**config.mk**
```make
export PLATFORM = sky130hd
export DESIGN_NAME = list_marker_numeral_encoder
export DESIGN_NICKNAME = d
export VERILOG_FILES = /design/src/hw/rtl/lmne_pkg.sv /design/src/hw/rtl/list_marker_numeral_encoder.sv /design/src/hw/rtl/lmne_front.sv /design/src/hw/rtl/lmne_queue.sv /design/src/hw/rtl/lmne_back.sv
export SDC_FILE = /design/constraint.sdc
export NUM_CORES = 1
export LEC_CHECK = 0
export ABC_AREA = 0
export BUFFER_PORTS_ARGS = -buffer_cell sky130_fd_sc_hd__buf_2
export CAP_MARGIN = 5
export CORE_MARGIN = 4
export CORE_UTILIZATION = 64
export CTS_BUF_LIST = sky130_fd_sc_hd__clkbuf_8
export DETAILED_ROUTE_END_ITERATION = 8
export PLACE_DENSITY = 0.83
export SLEW_MARGIN = 20
export SYNTH_ARGS = -nofsm -noshare
export SYNTH_HDL_FRONTEND = slang
export SYNTH_SLANG_ARGS = --single-unit
```
**constraint.sdc**
```tcl
create_clock -name clock -period 11.9 [get_ports clock]
set_input_delay 0.595 -clock clock [delete_from_list [all_inputs] [get_ports clock]]
set_output_delay 0.595 -clock clock [all_outputs]
set_load 0.1 [all_outputs]
```
**src/hw/rtl/lmne_pkg.sv**
```systemverilog
package lmne_pkg;

   localparam int NUM_W      = 10;
   localparam int STYLE_W    = 3;
   localparam int CODE_W     = 11;
   localparam int CNT_W      = 6;
   localparam int SEG_NUM    = 7;
   localparam int SEG_IDX_W  = $clog2(SEG_NUM);
   localparam int REQ_DATA_W = 16;
   localparam int RSP_DATA_W = 16;

   localparam int MAX_NUMBER        = 1023;
   localparam int LMNE_QUEUE_DEPTH  = 2;

   typedef enum logic [STYLE_W-1:0] {
      STYLE_DECIMAL     = 3'd0,
      STYLE_LOWER_ROMAN = 3'd1,
      STYLE_UPPER_ROMAN = 3'd2,
      STYLE_LOWER_GREEK = 3'd3,
      STYLE_HEBREW      = 3'd4,
      STYLE_LOWER_ALPHA = 3'd5,
      STYLE_UPPER_ALPHA = 3'd6
   } style_type;

   typedef enum logic [1:0] {
      FRONT_IDLE,
      FRONT_DIV,
      FRONT_PLAN
   } front_state_type;

   // one run of identical characters
   typedef struct packed {
      logic [CODE_W-1:0] code;
      logic [CNT_W-1:0]  count;
   } seg_type;

   // a whole label, runs emitted from index 0 upward, empty runs skipped
   typedef struct packed {
      seg_type [SEG_NUM-1:0] segs;
   } plan_type;

endpackage

```
**src/hw/rtl/list_marker_numeral_encoder.sv**
```systemverilog
// List marker label encoder. Each request word carries a list item number
// (1..1023, larger values clamp to 1023) and returns the code points of its
// marker label, one response word per character, tlast on the final one.
// The style register picks decimal, lower/upper Roman, lower Greek, Hebrew
// or lower/upper Latin letters; write it only while no label is in flight.
// Number zero gives "0" in decimal and an empty label (no words) otherwise;
// style 7 gives no words. Labels run up to 43 characters. The front end
// steps through accept, three divide-by-ten steps and label plan for each
// item and takes no new item until its plan is pushed; the back end loads a
// plan, then emits one character per cycle while the response side does
// not stall; a two-deep plan queue between them absorbs stalls.
module list_marker_numeral_encoder import lmne_pkg::*; #(
   parameter int QUEUE_DEPTH = LMNE_QUEUE_DEPTH
) (
   input  logic                  clock,
   input  logic                  reset,
   input  logic                  req_tvalid,
   output logic                  req_tready,
   input  logic [REQ_DATA_W-1:0] req_tdata,   // [9:0] item_number
   output logic                  rsp_tvalid,
   input  logic                  rsp_tready,
   output logic [RSP_DATA_W-1:0] rsp_tdata,   // [10:0] char_code
   output logic                  rsp_tlast,
   input  logic                  csr_valid,
   output logic                  csr_ready,
   input  logic [STYLE_W-1:0]    csr_data     // [2:0] numbering_style
);

   style_type          style_ff;
   logic               push_valid, push_ready;
   plan_type           push_plan;
   logic               pop_valid, pop_ready;
   plan_type           pop_plan;
   logic [CODE_W-1:0]  rsp_code;

   assign csr_ready = 1'b1;

   always_ff @(posedge clock) begin
      if (reset) begin
         style_ff <= STYLE_DECIMAL;
      end else if (csr_valid && csr_ready) begin
         style_ff <= style_type'(csr_data);
      end
   end

   lmne_front u_front (
      .clock      (clock),
      .reset      (reset),
      .req_tvalid (req_tvalid),
      .req_tready (req_tready),
      .req_number (req_tdata[NUM_W-1:0]),
      .style      (style_ff),
      .push_valid (push_valid),
      .push_ready (push_ready),
      .push_plan  (push_plan)
   );

   lmne_queue #(
      .DEPTH (QUEUE_DEPTH)
   ) u_queue (
      .clock      (clock),
      .reset      (reset),
      .push_valid (push_valid),
      .push_ready (push_ready),
      .push_plan  (push_plan),
      .pop_valid  (pop_valid),
      .pop_ready  (pop_ready),
      .pop_plan   (pop_plan)
   );

   lmne_back u_back (
      .clock      (clock),
      .reset      (reset),
      .pop_valid  (pop_valid),
      .pop_ready  (pop_ready),
      .pop_plan   (pop_plan),
      .rsp_tvalid (rsp_tvalid),
      .rsp_tready (rsp_tready),
      .rsp_code   (rsp_code),
      .rsp_last   (rsp_tlast)
   );

   assign rsp_tdata = RSP_DATA_W'(rsp_code);

endmodule

```
**src/hw/rtl/lmne_front.sv**
```systemverilog
module lmne_front import lmne_pkg::*; (
   input  logic               clock,
   input  logic               reset,
   input  logic               req_tvalid,
   output logic               req_tready,
   input  logic [NUM_W-1:0]   req_number,
   input  style_type          style,
   output logic               push_valid,
   input  logic               push_ready,
   output plan_type           push_plan
);

   localparam int DIGIT_STEPS = 3;
   localparam int DIV10_MUL   = 205;
   localparam int DIV10_SHIFT = 11;
   localparam int CYC_SHIFT   = 17;
   localparam int DIV24_MUL   = 5462;
   localparam int DIV26_MUL   = 5042;
   localparam int MUL_W       = 13;
   localparam int PROD_W      = NUM_W + MUL_W;
   localparam int QUO_W       = 7;

   localparam logic [CODE_W-1:0] CH_ZERO     = CODE_W'(48);
   localparam logic [CODE_W-1:0] CH_APOS     = CODE_W'(39);
   localparam logic [CODE_W-1:0] CH_LOWER_A  = CODE_W'(97);
   localparam logic [CODE_W-1:0] CH_UPPER_A  = CODE_W'(65);
   localparam logic [CODE_W-1:0] CH_ALPHA    = CODE_W'(945);
   localparam logic [CODE_W-1:0] CH_R_I      = CODE_W'(73);
   localparam logic [CODE_W-1:0] CH_R_V      = CODE_W'(86);
   localparam logic [CODE_W-1:0] CH_R_X      = CODE_W'(88);
   localparam logic [CODE_W-1:0] CH_R_L      = CODE_W'(76);
   localparam logic [CODE_W-1:0] CH_R_C      = CODE_W'(67);
   localparam logic [CODE_W-1:0] CH_R_D      = CODE_W'(68);
   localparam logic [CODE_W-1:0] CH_R_M      = CODE_W'(77);
   localparam logic [CODE_W-1:0] CASE_OFFSET = CODE_W'(32);
   localparam logic [CODE_W-1:0] HEB_ALEF    = CODE_W'(1488);
   localparam logic [CODE_W-1:0] HEB_TET     = CODE_W'(1496);
   localparam logic [CODE_W-1:0] HEB_UNIT0   = CODE_W'(1487);
   localparam logic [CODE_W-1:0] HEB_QOF0    = CODE_W'(1510);
   localparam logic [CODE_W-1:0] HEB_TAV     = CODE_W'(1514);

   typedef seg_type [1:0] seg_pair_type;

   function automatic logic [CODE_W-1:0] hebrew_tens(input logic [3:0] t);
      logic [CODE_W-1:0] c;
      case (t)
         4'd1:    c = CODE_W'(1497);
         4'd2:    c = CODE_W'(1499);
         4'd3:    c = CODE_W'(1500);
         4'd4:    c = CODE_W'(1502);
         4'd5:    c = CODE_W'(1504);
         4'd6:    c = CODE_W'(1505);
         4'd7:    c = CODE_W'(1506);
         4'd8:    c = CODE_W'(1508);
         4'd9:    c = CODE_W'(1510);
         default: c = '0;
      endcase
      return c;
   endfunction

   function automatic seg_pair_type roman_pair(input logic [3:0] v,
                                               input logic [CODE_W-1:0] one,
                                               input logic [CODE_W-1:0] five,
                                               input logic [CODE_W-1:0] ten);
      seg_pair_type p;
      p[0].code  = one;
      p[0].count = CNT_W'(1);
      if (v == 4'd9) begin
         p[1].code  = ten;
         p[1].count = CNT_W'(1);
      end else if (v == 4'd4) begin
         p[1].code  = five;
         p[1].count = CNT_W'(1);
      end else begin
         p[0].code  = five;
         p[0].count = CNT_W'(v >= 4'd5);
         p[1].code  = one;
         p[1].count = (v >= 4'd5) ? CNT_W'(v - 4'd5) : CNT_W'(v);
      end
      return p;
   endfunction

   front_state_type state_ff, state_in;
   logic [1:0]             step_ff, step_in;
   logic [NUM_W-1:0]       n_ff;
   logic [NUM_W-1:0]       x_ff;
   logic [2:0][3:0]        dig_ff;
   style_type              style_ff;
   logic [CNT_W-1:0]       cq_ff;
   logic [4:0]             cr_ff;

   logic [NUM_W-1:0]       number_clamped;
   logic [NUM_W+QUO_W:0]   div10_prod;
   logic [QUO_W-1:0]       div10_quo;
   logic [NUM_W-1:0]       div10_rem;
   logic                   greek;
   logic [NUM_W-1:0]       m_val;
   logic [PROD_W-1:0]      cyc_prod;
   logic [NUM_W-1:0]       cyc_span_mul;
   logic [NUM_W-1:0]       cyc_rem;
   logic [3:0]             dig_u, dig_t, dig_h, dig_th;
   logic                   n_zero;
   logic [4:0]             greek_idx;
   logic [CODE_W-1:0]      rom_off;
   seg_pair_type           rom_h, rom_t, rom_u;
   plan_type               plan;

   assign number_clamped = (req_number > NUM_W'(MAX_NUMBER)) ? NUM_W'(MAX_NUMBER) : req_number;

   // divide by ten: reciprocal multiply, exact below 1029
   assign div10_prod = (NUM_W+QUO_W+1)'(x_ff) * (NUM_W+QUO_W+1)'(DIV10_MUL);
   assign div10_quo  = div10_prod[DIV10_SHIFT +: QUO_W];
   assign div10_rem  = x_ff - NUM_W'({div10_quo, 3'b000}) - NUM_W'({div10_quo, 1'b0});

   assign greek = (style_ff == STYLE_LOWER_GREEK);
   assign m_val = n_ff - NUM_W'(1);
   assign cyc_prod = PROD_W'(m_val) *
                     (greek ? PROD_W'(DIV24_MUL) : PROD_W'(DIV26_MUL));
   // quotient times 24 or 26
   assign cyc_span_mul = NUM_W'({cq_ff, 4'b0000}) + NUM_W'({cq_ff, 3'b000}) +
                         (greek ? NUM_W'(0) : NUM_W'({cq_ff, 1'b0}));
   assign cyc_rem = m_val - cyc_span_mul;

   always_ff @(posedge clock) begin
      if (reset) begin
         state_ff <= FRONT_IDLE;
         step_ff  <= '0;
      end else begin
         state_ff <= state_in;
         step_ff  <= step_in;
      end
   end

   always_comb begin
      state_in   = state_ff;
      step_in    = step_ff;
      req_tready = 1'b0;
      push_valid = 1'b0;
      case (state_ff)
         FRONT_IDLE: begin
            req_tready = 1'b1;
            if (req_tvalid) begin
               state_in = FRONT_DIV;
               step_in  = '0;
            end
         end
         FRONT_DIV: begin
            step_in = step_ff + 2'd1;
            if (step_ff == 2'(DIGIT_STEPS - 1)) begin
               state_in = FRONT_PLAN;
            end
         end
         FRONT_PLAN: begin
            push_valid = 1'b1;
            if (push_ready) begin
               state_in = FRONT_IDLE;
            end
         end
         default: begin
            state_in = FRONT_IDLE;
         end
      endcase
   end

   always_ff @(posedge clock) begin
      if (req_tvalid && req_tready) begin
         n_ff     <= number_clamped;
         x_ff     <= number_clamped;
         style_ff <= style;
      end
      if (state_ff == FRONT_DIV) begin
         x_ff   <= NUM_W'(div10_quo);
         dig_ff <= {div10_rem[3:0], dig_ff[2:1]};
         if (step_ff == 2'd0) begin
            cq_ff <= cyc_prod[CYC_SHIFT +: CNT_W];
         end
         if (step_ff == 2'd1) begin
            cr_ff <= cyc_rem[4:0];
         end
      end
   end

   assign dig_u  = dig_ff[0];
   assign dig_t  = dig_ff[1];
   assign dig_h  = dig_ff[2];
   assign dig_th = x_ff[3:0];
   assign n_zero = (n_ff == '0);

   assign greek_idx = (cr_ff > 5'd16) ? cr_ff + 5'd1 : cr_ff;
   assign rom_off   = (style_ff == STYLE_LOWER_ROMAN) ? CASE_OFFSET : '0;
   assign rom_h = roman_pair(dig_h, CH_R_C + rom_off, CH_R_D + rom_off, CH_R_M + rom_off);
   assign rom_t = roman_pair(dig_t, CH_R_X + rom_off, CH_R_L + rom_off, CH_R_C + rom_off);
   assign rom_u = roman_pair(dig_u, CH_R_I + rom_off, CH_R_V + rom_off, CH_R_X + rom_off);

   always_comb begin
      plan = '0;
      case (style_ff)
         STYLE_DECIMAL: begin
            // drop leading zeros, always keep the units digit
            plan.segs[0].code  = CH_ZERO + CODE_W'(dig_th);
            plan.segs[0].count = CNT_W'(dig_th != 4'd0);
            plan.segs[1].code  = CH_ZERO + CODE_W'(dig_h);
            plan.segs[1].count = CNT_W'((dig_th | dig_h) != 4'd0);
            plan.segs[2].code  = CH_ZERO + CODE_W'(dig_t);
            plan.segs[2].count = CNT_W'((dig_th | dig_h | dig_t) != 4'd0);
            plan.segs[3].code  = CH_ZERO + CODE_W'(dig_u);
            plan.segs[3].count = CNT_W'(1);
         end
         STYLE_LOWER_ROMAN, STYLE_UPPER_ROMAN: begin
            if (!n_zero) begin
               plan.segs[0].code  = CH_R_M + rom_off;
               plan.segs[0].count = CNT_W'(dig_th);
               plan.segs[1]       = rom_h[0];
               plan.segs[2]       = rom_h[1];
               plan.segs[3]       = rom_t[0];
               plan.segs[4]       = rom_t[1];
               plan.segs[5]       = rom_u[0];
               plan.segs[6]       = rom_u[1];
            end
         end
         STYLE_LOWER_GREEK, STYLE_LOWER_ALPHA, STYLE_UPPER_ALPHA: begin
            if (!n_zero) begin
               case (style_ff)
                  STYLE_LOWER_GREEK: plan.segs[0].code = CH_ALPHA + CODE_W'(greek_idx);
                  STYLE_LOWER_ALPHA: plan.segs[0].code = CH_LOWER_A + CODE_W'(cr_ff);
                  default:           plan.segs[0].code = CH_UPPER_A + CODE_W'(cr_ff);
               endcase
               plan.segs[0].count = CNT_W'(1);
               plan.segs[1].code  = CH_APOS;
               plan.segs[1].count = cq_ff;
            end
         end
         STYLE_HEBREW: begin
            if (!n_zero) begin
               // at or above 1000 the hundreds digit is zero, so tav and
               // hundreds letter drop out on their own
               plan.segs[0].code  = HEB_ALEF;
               plan.segs[0].count = CNT_W'(dig_th != 4'd0);
               plan.segs[1].code  = CH_APOS;
               plan.segs[1].count = CNT_W'(dig_th != 4'd0);
               plan.segs[2].code  = HEB_TAV;
               plan.segs[2].count = CNT_W'(dig_h[3:2]);
               plan.segs[3].code  = HEB_QOF0 + CODE_W'(dig_h[1:0]);
               plan.segs[3].count = CNT_W'(dig_h[1:0] != 2'd0);
               if (dig_t == 4'd1 && (dig_u == 4'd5 || dig_u == 4'd6)) begin
                  plan.segs[4].code  = HEB_TET;
                  plan.segs[4].count = CNT_W'(1);
                  plan.segs[5].code  = HEB_ALEF + CODE_W'(dig_u);
                  plan.segs[5].count = CNT_W'(1);
               end else begin
                  plan.segs[4].code  = hebrew_tens(dig_t);
                  plan.segs[4].count = CNT_W'(dig_t != 4'd0);
                  plan.segs[5].code  = HEB_UNIT0 + CODE_W'(dig_u);
                  plan.segs[5].count = CNT_W'(dig_u != 4'd0);
               end
            end
         end
         default: begin
            plan = '0;
         end
      endcase
   end

   assign push_plan = plan;

endmodule

```
**src/hw/rtl/lmne_queue.sv**
```systemverilog
module lmne_queue import lmne_pkg::*; #(
   parameter int DEPTH = LMNE_QUEUE_DEPTH
) (
   input  logic     clock,
   input  logic     reset,
   input  logic     push_valid,
   output logic     push_ready,
   input  plan_type push_plan,
   output logic     pop_valid,
   input  logic     pop_ready,
   output plan_type pop_plan
);

   localparam int PTR_W = (DEPTH > 1) ? $clog2(DEPTH) : 1;
   localparam int CNT_QW = $clog2(DEPTH + 1);

   plan_type            mem_ff [DEPTH];
   logic [PTR_W-1:0]    wr_ptr_ff, wr_ptr_in;
   logic [PTR_W-1:0]    rd_ptr_ff, rd_ptr_in;
   logic [CNT_QW-1:0]   fill_ff, fill_in;
   logic                do_push, do_pop;

   assign push_ready = (fill_ff != CNT_QW'(DEPTH));
   assign pop_valid  = (fill_ff != '0);
   assign do_push    = push_valid && push_ready;
   assign do_pop     = pop_valid && pop_ready;
   assign pop_plan   = mem_ff[rd_ptr_ff];

   always_comb begin
      wr_ptr_in = wr_ptr_ff;
      rd_ptr_in = rd_ptr_ff;
      fill_in   = fill_ff;
      if (do_push) begin
         wr_ptr_in = (wr_ptr_ff == PTR_W'(DEPTH - 1)) ? '0 : wr_ptr_ff + PTR_W'(1);
      end
      if (do_pop) begin
         rd_ptr_in = (rd_ptr_ff == PTR_W'(DEPTH - 1)) ? '0 : rd_ptr_ff + PTR_W'(1);
      end
      if (do_push && !do_pop) begin
         fill_in = fill_ff + CNT_QW'(1);
      end else if (do_pop && !do_push) begin
         fill_in = fill_ff - CNT_QW'(1);
      end
   end

   always_ff @(posedge clock) begin
      if (reset) begin
         wr_ptr_ff <= '0;
         rd_ptr_ff <= '0;
         fill_ff   <= '0;
      end else begin
         wr_ptr_ff <= wr_ptr_in;
         rd_ptr_ff <= rd_ptr_in;
         fill_ff   <= fill_in;
      end
   end

   always_ff @(posedge clock) begin
      if (do_push) begin
         mem_ff[wr_ptr_ff] <= push_plan;
      end
   end

endmodule

```
**src/hw/rtl/lmne_back.sv**
```systemverilog
module lmne_back import lmne_pkg::*; (
   input  logic              clock,
   input  logic              reset,
   input  logic              pop_valid,
   output logic              pop_ready,
   input  plan_type          pop_plan,
   output logic              rsp_tvalid,
   input  logic              rsp_tready,
   output logic [CODE_W-1:0] rsp_code,
   output logic              rsp_last
);

   plan_type               plan_ff;
   logic [SEG_NUM-1:0]     mask_ff, mask_in;
   logic [CNT_W-1:0]       rep_ff, rep_in;
   logic                   rsp_valid_ff, rsp_valid_in;
   logic [CODE_W-1:0]      rsp_code_ff;
   logic                   rsp_last_ff;

   logic [SEG_IDX_W-1:0]   seg;
   logic [SEG_NUM-1:0]     seg_bit;
   logic [SEG_NUM-1:0]     load_mask;
   logic                   out_free;
   logic                   emit;
   logic                   rep_done;
   logic                   char_last;

   // lowest pending run
   always_comb begin
      seg = '0;
      for (int i = SEG_NUM - 1; i >= 0; i--) begin
         if (mask_ff[i]) begin
            seg = SEG_IDX_W'(i);
         end
      end
   end

   always_comb begin
      for (int i = 0; i < SEG_NUM; i++) begin
         load_mask[i] = (pop_plan.segs[i].count != '0);
      end
   end

   assign seg_bit   = SEG_NUM'(1) << seg;
   assign out_free  = !rsp_valid_ff || rsp_tready;
   assign emit      = (mask_ff != '0) && out_free;
   assign rep_done  = ((rep_ff + CNT_W'(1)) == plan_ff.segs[seg].count);
   assign char_last = rep_done && ((mask_ff & ~seg_bit) == '0);
   assign pop_ready = (mask_ff == '0);

   always_comb begin
      mask_in      = mask_ff;
      rep_in       = rep_ff;
      rsp_valid_in = rsp_valid_ff;
      if (out_free) begin
         rsp_valid_in = emit;
      end
      if (emit) begin
         if (rep_done) begin
            mask_in = mask_ff & ~seg_bit;
            rep_in  = '0;
         end else begin
            rep_in = rep_ff + CNT_W'(1);
         end
      end else if (pop_ready && pop_valid) begin
         mask_in = load_mask;
         rep_in  = '0;
      end
   end

   always_ff @(posedge clock) begin
      if (reset) begin
         mask_ff      <= '0;
         rep_ff       <= '0;
         rsp_valid_ff <= 1'b0;
      end else begin
         mask_ff      <= mask_in;
         rep_ff       <= rep_in;
         rsp_valid_ff <= rsp_valid_in;
      end
   end

   always_ff @(posedge clock) begin
      if (pop_ready && pop_valid) begin
         plan_ff <= pop_plan;
      end
      if (emit) begin
         rsp_code_ff <= plan_ff.segs[seg].code;
         rsp_last_ff <= char_last;
      end
   end

   assign rsp_tvalid = rsp_valid_ff;
   assign rsp_code   = rsp_code_ff;
   assign rsp_last   = rsp_last_ff;

endmodule
```
==> impl_summary.log <==
[metrics] overall power after layout: 5.48 mW
[metrics] Pleak: about 8.4 nW
[metrics] core footprint: 28900 µm²
[metrics] 1st-pass router iterations: 6
[metrics] largest area contributor in the synthesized netlist: sky130_fd_sc_hd__edfxtp_1
[metrics] Port Buf Inserts: 31
[metrics] share of the clock period used by the worst path: 0.608
[metrics] final hold violations: 0
[metrics] buffers from clock root to sink, at most: 3
[metrics] grt ovf: 0
[metrics] top post-synthesis cells by area: sky130_fd_sc_hd__edfxtp_1, sky130_fd_sc_hd__ha_1, sky130_fd_sc_hd__fa_1
[metrics] post-synth design cell area: 18900 µm²
[metrics] cts hold-fix bufs: 0
[metrics] number of enable-type register cells in the synthesized netlist: ~300
[metrics] floorplan die height: 180 µm
[metrics] top cells by instance count after synthesis: sky130_fd_sc_hd__edfxtp_1, sky130_fd_sc_hd__inv_1, sky130_fd_sc_hd__ha_1
[metrics] number of cells upsized or downsized after cts: 0
[metrics] r2r startpoint: u_front.n_ff[0]
[metrics] number of storage elements in the synthesis netlist: 327
[metrics] Die Wd: 180 µm
[metrics] critical path class: reg -> reg
[metrics] power per standard cell area: 267 nW/µm²
[metrics] vias in the first global route: 12700
[metrics] WP data required: roughly 12000 ps
[metrics] Top-Level Pins: 44
[metrics] worst min-delay path class: in -> reg
[metrics] drt first-iter violations: 1199
[metrics] CP Capture Type: flip-flop
[metrics] run status: finished clean
[metrics] share of the yosys chip area belonging to registers: 0.500
[metrics] Critical Path Source: u_front.n_ff[0]
[metrics] placement-stage cell area: 19400 µm²
[metrics] Detail Route Antenna Nets: 0
[metrics] Synthesis Warnings: 0
[metrics] setup repair after global routing missed its margin: no
[metrics] Slew Viols, Final: 0
[metrics] floorplan die area: 32400 µm²
[metrics] largest net degree at the start of global routing: 78
[metrics] share of the synthesized area in the top cell type: 0.463
[metrics] Via-to-Cell Ratio: 6.09
[metrics] critical path fanouts, max: 6
[metrics] Async SR Flop Fraction: 0
[metrics] number of inserted diodes: 0
[metrics] number of clock sinks: 327
[metrics] Cells on Worst Hold Path: 1
[metrics] final weighted congestion in routability-driven placement: 0.930
[metrics] transition time at the pin with the least slew margin: 1060 ps
[metrics] Avg Synthesized Cell Area: 11.7 µm²
[metrics] worst voltage drop across the vdd grid: 375 µV
[metrics] post-layout util: 0.710
[metrics] number of placement rows: 62
[metrics] Final setup viols: 0
[metrics] root buf cell: sky130_fd_sc_hd__clkbuf_8
[metrics] H-tree depth: 2
[metrics] setup TNS: 0 ps
[metrics] post-CTS repair timing setup buffer count: 0
[metrics] TritonCTS buffer count: 52
[metrics] worst hold path startpoint: req_tdata[9]
[metrics] CTS tree: yes
[metrics] critical path arrival: 7580 ps
[metrics] number of antenna violations at the first check in global routing: 0
[metrics] Routed Wire Length: approximately 40 mm
[metrics] predominant post-synthesis flop cell: sky130_fd_sc_hd__edfxtp_1
[metrics] Skew-Pair Late Insertion Delay: ~610 ps
[metrics] Max Clock Skew: between 40 and 50 ps
[metrics] Final nets: 1887
[metrics] count leader, synth: sky130_fd_sc_hd__edfxtp_1
[metrics] MaxCap Viol Count: 0
[metrics] sum of net half-perimeters after detailed placement: 29.1 mm
[metrics] post-route standard cell area excluding fillers: around 21000 µm²
[metrics] Slew HR: 0.294
[metrics] crit path launch type: flip-flop
[metrics] GRT Util Overall: 0.250
[metrics] clock slew at the register clock pins of the worst setup and hold paths: 80 ps
[metrics] initial core utilization: 0.655
[metrics] drc violations: 0
[metrics] post-detailed-route wirelength per cell: 19.8 µm
[metrics] FF-to-FF path depth: 21
[metrics] count of unique library cells instantiated by Yosys: 83
[metrics] synthesized netlist cell count: 1620
[metrics] shortest clock period the worst path allows after layout: between 7000 and 8000 ps
[metrics] global-route wire length before repair: approximately 66 mm
[metrics] DR vias: 12700
[metrics] proportion of layout cells with a drive suffix above 1: 0.135
[metrics] maximum operating frequency: 0.138 GHz
[metrics] area added between synthesis and finish: 8.43%
## placed cells by master, fill, tap and decap left out, types with 31 or more instances in the layout
cell type and instances:
sky130_fd_sc_hd__clkbuf_8 60, sky130_fd_sc_hd__dfxtp_1 34, sky130_fd_sc_hd__edfxtp_1 292, sky130_fd_sc_hd__o21ai_0 73
sky130_fd_sc_hd__fa_1 64, sky130_fd_sc_hd__nor2_1 96, sky130_fd_sc_hd__buf_2 31, sky130_fd_sc_hd__a21oi_1 62
sky130_fd_sc_hd__nand2_1 123, sky130_fd_sc_hd__ha_1 150, sky130_fd_sc_hd__mux2_2 80, sky130_fd_sc_hd__inv_1 204
sky130_fd_sc_hd__nand3_1 33
## state kept, by name, indices dropped and copies added, names as in the netlist, 3 cells and up, named ones only
register / count
u_back.rep_ff: 6
u_queue.mem_ff: 158
u_front.cr_ff: 5
u_front.style_ff: 3
u_back.rsp_code: 11
u_front.dig_h: 4
u_front.x_ff: 10
u_front.n_ff: 10
u_back.mask_ff: 7
style_ff: 3
u_front.dig_u: 4
u_front.cq_ff: 6
u_front.dig_t: 4
u_back.plan_ff: 79
## worst max-delay path, stage by stage (launching register included)
cell and delay (ps):
sky130_fd_sc_hd__edfxtp_1 550, sky130_fd_sc_hd__inv_1 220, sky130_fd_sc_hd__ha_1 230, sky130_fd_sc_hd__or3b_2 540
sky130_fd_sc_hd__nor3_1 200, sky130_fd_sc_hd__xnor2_1 320, sky130_fd_sc_hd__inv_1 180, sky130_fd_sc_hd__fa_1 640
sky130_fd_sc_hd__fa_1 460, sky130_fd_sc_hd__fa_1 540, sky130_fd_sc_hd__inv_1 60, sky130_fd_sc_hd__fa_1 540
sky130_fd_sc_hd__inv_1 50, sky130_fd_sc_hd__ha_1 290, sky130_fd_sc_hd__ha_1 310, sky130_fd_sc_hd__a21o_1 180
sky130_fd_sc_hd__a21o_1 170, sky130_fd_sc_hd__a211o_1 320, sky130_fd_sc_hd__a221oi_1 580, sky130_fd_sc_hd__a21oi_1 260
sky130_fd_sc_hd__a21oi_1 240, sky130_fd_sc_hd__xnor2_1 90
## through the flow
step | setup WS (ps) | cells | hold slack, ps
floorplan | 5410 | 1631 | 408
global placement | 4710 | 1978 | 428
detailed placement | 4690 | 1978 | 419
CTS | 4640 | 2076 | 180
global route | 4290 | 2077 | 177
finish | 4660 | 2077 | 199
## where the power goes
group | switching (mW) | total (mW) | internal (mW)
Clock | 0.452 | 1.01 | 0.555
Sequential | 0.135 | 1.72 | 1.59
Combinational | 1.70 | 2.75 | 1.05
## cell type report
type | instances | area, µm²
tap | 384 | 480
timing repair buffer | 43 | 265
multi-input combinational | 1034 | 8480
clock inverter | 38 | 294
clock buffer | 60 | 826
sequential | 327 | 9470
fill | 1983 | 8400
inverter | 191 | 717
## path summary, 6_finish.rpt
kind | endpoint | slack (ps)
worst max register to register | u_front.cq_ff[4] | 4660
worst max-delay path | u_front.cq_ff[4] | 4660
worst min-delay path | u_front.n_ff[9] | 200
worst min register to register | u_front.style_ff[2] | 440
## logic make-up after synthesis
group / Yosys count / synth area share
mux: 96 / 0.0560
compound gates: 285 / 0.102
xor+xnor: 53 / 0.0252
flops: 327 / 0.500
simple gates: 373 / 0.0945
buf+inv: 270 / 0.0555
other cells: 2 / 0.000397
fa+ha+maj: 214 / 0.167
## per-layer routing
layer | GRT usage | wire (µm) | up-vias
met4 | 0.0720 | 1010 | 0
met5 | 0 | 0 | -
met1 | 0.334 | 16400 | 6187
met3 | 0.0347 | 2910 | 89
li1 | - | - | 5863
met2 | 0.433 | 20800 | 520
(Power assumes the default switching activity.)
